File: config.mk
export PLATFORM = sky130hd
export DESIGN_NAME = afc_sum
export DESIGN_NICKNAME = d
export VERILOG_FILES = /design/src/sv/afc_pkg.sv /design/src/sv/afc_sum.sv
export SDC_FILE = /design/constraint.sdc
export NUM_CORES = 2
export LEC_CHECK = 0
export BUFFER_PORTS_ARGS = -buffer_cell sky130_fd_sc_hd__clkbuf_2
export CORE_AREA = 3 3 768 770
export DETAILED_ROUTE_END_ITERATION = 12
export DIE_AREA = 0 0 771 773
export PLACE_DENSITY = 0.3
export SLEW_MARGIN = 20
export SYNTH_ARGS = -nofsm -noshare
export SYNTH_HDL_FRONTEND = slang
export SYNTH_SLANG_ARGS = --single-unit
File: constraint.sdc
create_clock -name clk -period 3.5 [get_ports clk]
set_clock_uncertainty 0.05 [all_clocks]
set_input_delay 0.35 -clock clk [delete_from_list [all_inputs] [get_ports clk]]
set_output_delay 0.35 -clock clk [all_outputs]
set_load 0.1 [all_outputs]
File: src/sv/afc_pkg.sv
// shared types and constants of the box frustum culling pipeline
package afc_pkg;

  // default geometry of the box coordinates
  localparam int COORD_WIDTH_DEF = 32;
  localparam int FRAC_BITS_DEF   = 16;

  // matrix entries and plane coefficients
  localparam int ENTRY_W   = 32;
  localparam int PL_W      = ENTRY_W + 1;
  localparam int NUM_PLANE = 6;
  localparam int NUM_AXIS  = 3;

  // configuration port: eight 64-bit matrix registers
  localparam int CFG_DATA_W = 2 * ENTRY_W;
  localparam int NUM_REGS   = 8;
  localparam int REG_IDX_W  = $clog2(NUM_REGS);
  localparam int CFG_IDX_W  = REG_IDX_W + 1;

  // one frustum plane: normal and offset
  typedef struct packed {
    logic signed [PL_W-1:0] nx;
    logic signed [PL_W-1:0] ny;
    logic signed [PL_W-1:0] nz;
    logic signed [PL_W-1:0] w;
  } plane_t;

  // stage load enables, one per register stage after the input stage
  typedef struct packed {
    logic pp;
    logic prod;
    logic pair;
    logic out;
  } stage_en_t;

endpackage

File: src/sv/afc_sum.sv
// per plane sums, sign test and the visibility register
module afc_sum #(
  parameter int COORD_WIDTH = afc_pkg::COORD_WIDTH_DEF,
  parameter int FRAC_BITS   = afc_pkg::FRAC_BITS_DEF
) (
  input  logic                                   clk,
  input  afc_pkg::stage_en_t                     en,
  input  afc_pkg::plane_t                        plane [afc_pkg::NUM_PLANE],
  input  logic signed [afc_pkg::PL_W+COORD_WIDTH-1:0]
                                                 prod  [afc_pkg::NUM_PLANE][afc_pkg::NUM_AXIS],
  output logic                                   visible
);

  localparam int PROD_W = afc_pkg::PL_W + COORD_WIDTH;
  localparam int W_W    = afc_pkg::PL_W + FRAC_BITS;
  localparam int ACC_W  = ((PROD_W > W_W) ? PROD_W : W_W) + 2;

  logic signed [ACC_W-1:0] sum_xy [afc_pkg::NUM_PLANE];
  logic signed [ACC_W-1:0] sum_zw [afc_pkg::NUM_PLANE];
  logic [afc_pkg::NUM_PLANE-1:0] reject;

  // pairwise sums: x plus y, z plus offset scaled to the product format
  always_ff @(posedge clk) begin
    if (en.pair) begin
      for (int k = 0; k < afc_pkg::NUM_PLANE; k++) begin
        sum_xy[k] <= ACC_W'(prod[k][0]) + ACC_W'(prod[k][1]);
        sum_zw[k] <= ACC_W'(prod[k][2]) + (ACC_W'(plane[k].w) <<< FRAC_BITS);
      end
    end
  end

  // a negative total puts the box outside that plane
  always_comb begin
    logic signed [ACC_W-1:0] tot;
    for (int k = 0; k < afc_pkg::NUM_PLANE; k++) begin
      tot       = sum_xy[k] + sum_zw[k];
      reject[k] = tot[ACC_W-1];
    end
  end

  // output register
  always_ff @(posedge clk) begin
    if (en.out) begin
      visible <= ~|reject;
    end
  end

endmodule

==> flow_summary.ini <==
[outcome]
status = finished with violations
violations = negative setup slack

[clocking]
path_clk_slew_ns = 0.06
cts_tree = yes
clk_latency_ns = 0.90
clockRootBuffer = clkbuf_16
clock_path_buffers = 4
cts.htree.levels = 3
cts_sinks = 793
cts_buffers = 118

[sta]
setup_viol = 2
relSlewSlack = 0.279
min_period_over_period = 1.05
min_period_ns = 3.66
slew_viol_final = 0
layout_setup_ws_ns = -0.158
fmax_ghz = 0.273
rsz0062_at_grt = yes
whs_ns = 0.107
worstMarginPinSlew_ns = 1.07
hold_viol_final = 0

[global_routing]
grt_max_degree = 56
antenna_found_initial = 220
grt_pass1_vias = 72700
grt_use_total = 0.135
overflow = 0
grt_pass1_wl_um = 570000

[power]
p_leak_nw = 47.4
power_density_nw_per_um2 = 393
p_total_mw = 42.2
ir_drop_mv = 0.364

[synthesis]
synth_top_family_by_area = compound AO/OA/AOI/OAI gates
synth_edf_count = 793
synthArstFlopShare = 0
syn_nets = 10100
ys_types = 104
ys_ff_latch = 793
synth_xor_xnor_area_share = 0.0781
yosys.area_share.simple = 0.121
syn_inst = 7045
seq_area_frac_synth = 0.345
syn_area_um2 = 69100
yosys_warnings = 0
synthMuxAreaShare = 0.000742
synth_compound_area_frac = 0.239
synthFlopType = edfxtp_1
synth_adder_area_share = 0.198
syn_avg_cell_area_um2 = 9.81

[critical_path]
end_kind = register
startpoint_type = register
crit_slowest_cell = a2111o_1
worstPathCellList = ha_1 -> a31o_2 -> a21oi_2 -> o21ai_1 -> a2111o_1 -> o2111ai_1 -> buf_4 -> nand4_1 -> buf_6 -> a221oi_4 -> o2111ai_2 -> buf_4 -> a31oi_4 -> o311a_1 -> nor4_4
cp_top_family = compound AO/OA/AOI/OAI gates
critPathRequiredTime_ns = 4.04
cp_max_fo = 1
crit_arrival_ns = 4.19
cpMostUsedCell = buf_4
worst_path_largest_cell_delay_ns = 0.43
critPathBufInv = 3
crit_type = register to register

[placed_design]
gp_congestion = 0.883
port_buffers = 1371
post-dp-hpwl_um = 368000
placed_cell_area_um2 = 95400

[final_layout]
design_area_um2 = 107000
fin_nets = 13400
areaGrowthSynthToFinish_pct = 55.3
fin_util = 0.184
drive_gt1_frac = 0.300

[flow_run]
maxCapViolCount = 0

[drt]
drtIter0Drc = 3580
wl_per_cell_um = 22.8
drc_errors = 0
avgViaCountPerCell = 3.77
drtAntennaViolNets = 0
wl_um = 419000
vias = 69200
firstDrtPassIters = 6

[floorplan]
die_width_um = 771
core_area_um2 = 584000
io_pins = 1968
dieArea_um2 = 596000
rows = 281
die_h_um = 773
initial_core_util = 0.118

[min_path]
worstHoldPathType = input port to register
-- path summary, 6_finish.rpt --
path | startpoint | to | slack [ns] | depth (start not counted)
hold / removal | prod[135] | sum_xy[5][5] | 0.11 | 4
hold reg to reg | sum_zw[4][65] | visible | 0.89 | 4
setup / recovery | sum_zw[4][1] | visible | -0.16 | 15
setup reg to reg | sum_zw[4][1] | visible | -0.16 | 15
-- routing by layer --
layer | up-vias | track usage | wire [um] | share of wire
li1 | 34000 | - | - | -
met1 | 32700 | 0.174 | 188000 | 0.45
met2 | 1911 | 0.217 | 186000 | 0.44
met3 | 534 | 0.0402 | 31600 | 0.076
met4 | 176 | 0.0383 | 13000 | 0.031
met5 | - | 0 | 1140 | 0.0027
-- report_power, final --
group	total (mW)	internal, mW	switching, mW	leakage (nW)
Clock	12.3	7.14	5.15	1.86
Sequential	13.2	12.5	0.719	7.76
Combinational	16.7	7.83	8.87	37.7
Total	42.2	27.4	14.7	47.4
-- cell type report --
type                       instances  area (um^2)
tap                             7782         9740
antenna                          118          295
multi-input combinational       5908        44900
fill                           65900       477000
sequential                       793        23800
clock inverter                    80          778
timing repair buffer            3383        24000
clock buffer                     136         3040
inverter                         182          683
-- state kept, by name, indices dropped and copies added, names as in the netlist --
| signal | cells |
|---|---|
| sum_xy | 396 |
| sum_zw | 396 |
| visible | 1 |
-- worst register-to-register path, delay by kind of cell, from the launching register on --
kind / cells / cell delay (ns)
simple gates: 2 / 0.20
fa+ha+maj: 1 / 0.28
compound gates: 9 / 1.91
flops: 1 / 0.38
buf+inv: 3 / 0.56
-- Yosys cell counts (41+ instances only) --
cell type	n	area share
nand4_1	191	0.017
a211oi_1	75	0.0081
o211ai_1	42	0.0046
nor2b_1	97	0.0088
nand2b_1	90	0.0081
o21bai_1	99	0.011
a21oi_1	776	0.056
and3_1	79	0.0072
a21o_1	583	0.063
o21a_1	77	0.0084
clkbuf_1	139	0.0075
and2_1	41	0.0037
nand3_1	143	0.010
nor2_1	383	0.021
nor3_1	90	0.0065
nand2_1	415	0.023
xor2_1	211	0.027
xnor2_1	405	0.051
ha_1	1074	0.19
edfxtp_1	793	0.34
a31oi_1	81	0.0073
o21ai_0	401	0.029
inv_1	182	0.0099
-- cells by family (layout without fill, tap and decap cells) --
family / Yosys count / in the layout
compound gates: 2522 / 2522
simple gates: 1679 / 1679
fa+ha+maj: 1086 / 1086
flops: 793 / 793
xor+xnor: 616 / 616
buf+inv: 344 / 3781
mux: 5 / 5
other cells: 0 / 118
-- per-stage QoR --
step | instances | TNS [ns] | setup WS (ns)
floorplan | 7045 | 0 | 0.0202
global placement | 17400 | -94.27 | -1.18
detailed placement | 17400 | -91.76 | -1.22
CTS | 18300 | -1.44 | -0.256
global route | 18300 | -0.533 | -0.341
finish | 18400 | -0.191 | -0.158
-- repair_timing --
item	in CTS	in global routing
pin swaps	45	43
endpoints found under the setup margin	4	116
hold buffers	679	1
resized for setup	75	136
endpoints found under the hold margin	458	1
setup buffers	4	8
-- cell usage in the layout, fill, tap and decap left out, drive strengths merged, types with 97 or more instances in the layout --
| cell | n |
|---|---|
| a21o | 583 |
| a21oi | 780 |
| buf | 1334 |
| clkbuf | 1505 |
| diode | 118 |
| dlygate4sd3 | 671 |
| edfxtp | 793 |
| ha | 1074 |
| inv | 187 |
| nand2 | 415 |
| nand3 | 143 |
| nand4 | 191 |
| nor2 | 384 |
| nor2b | 97 |
| o21ai | 434 |
| o21bai | 99 |
| xnor2 | 405 |
| xor2 | 211 |
(Power assumes the default switching activity.)
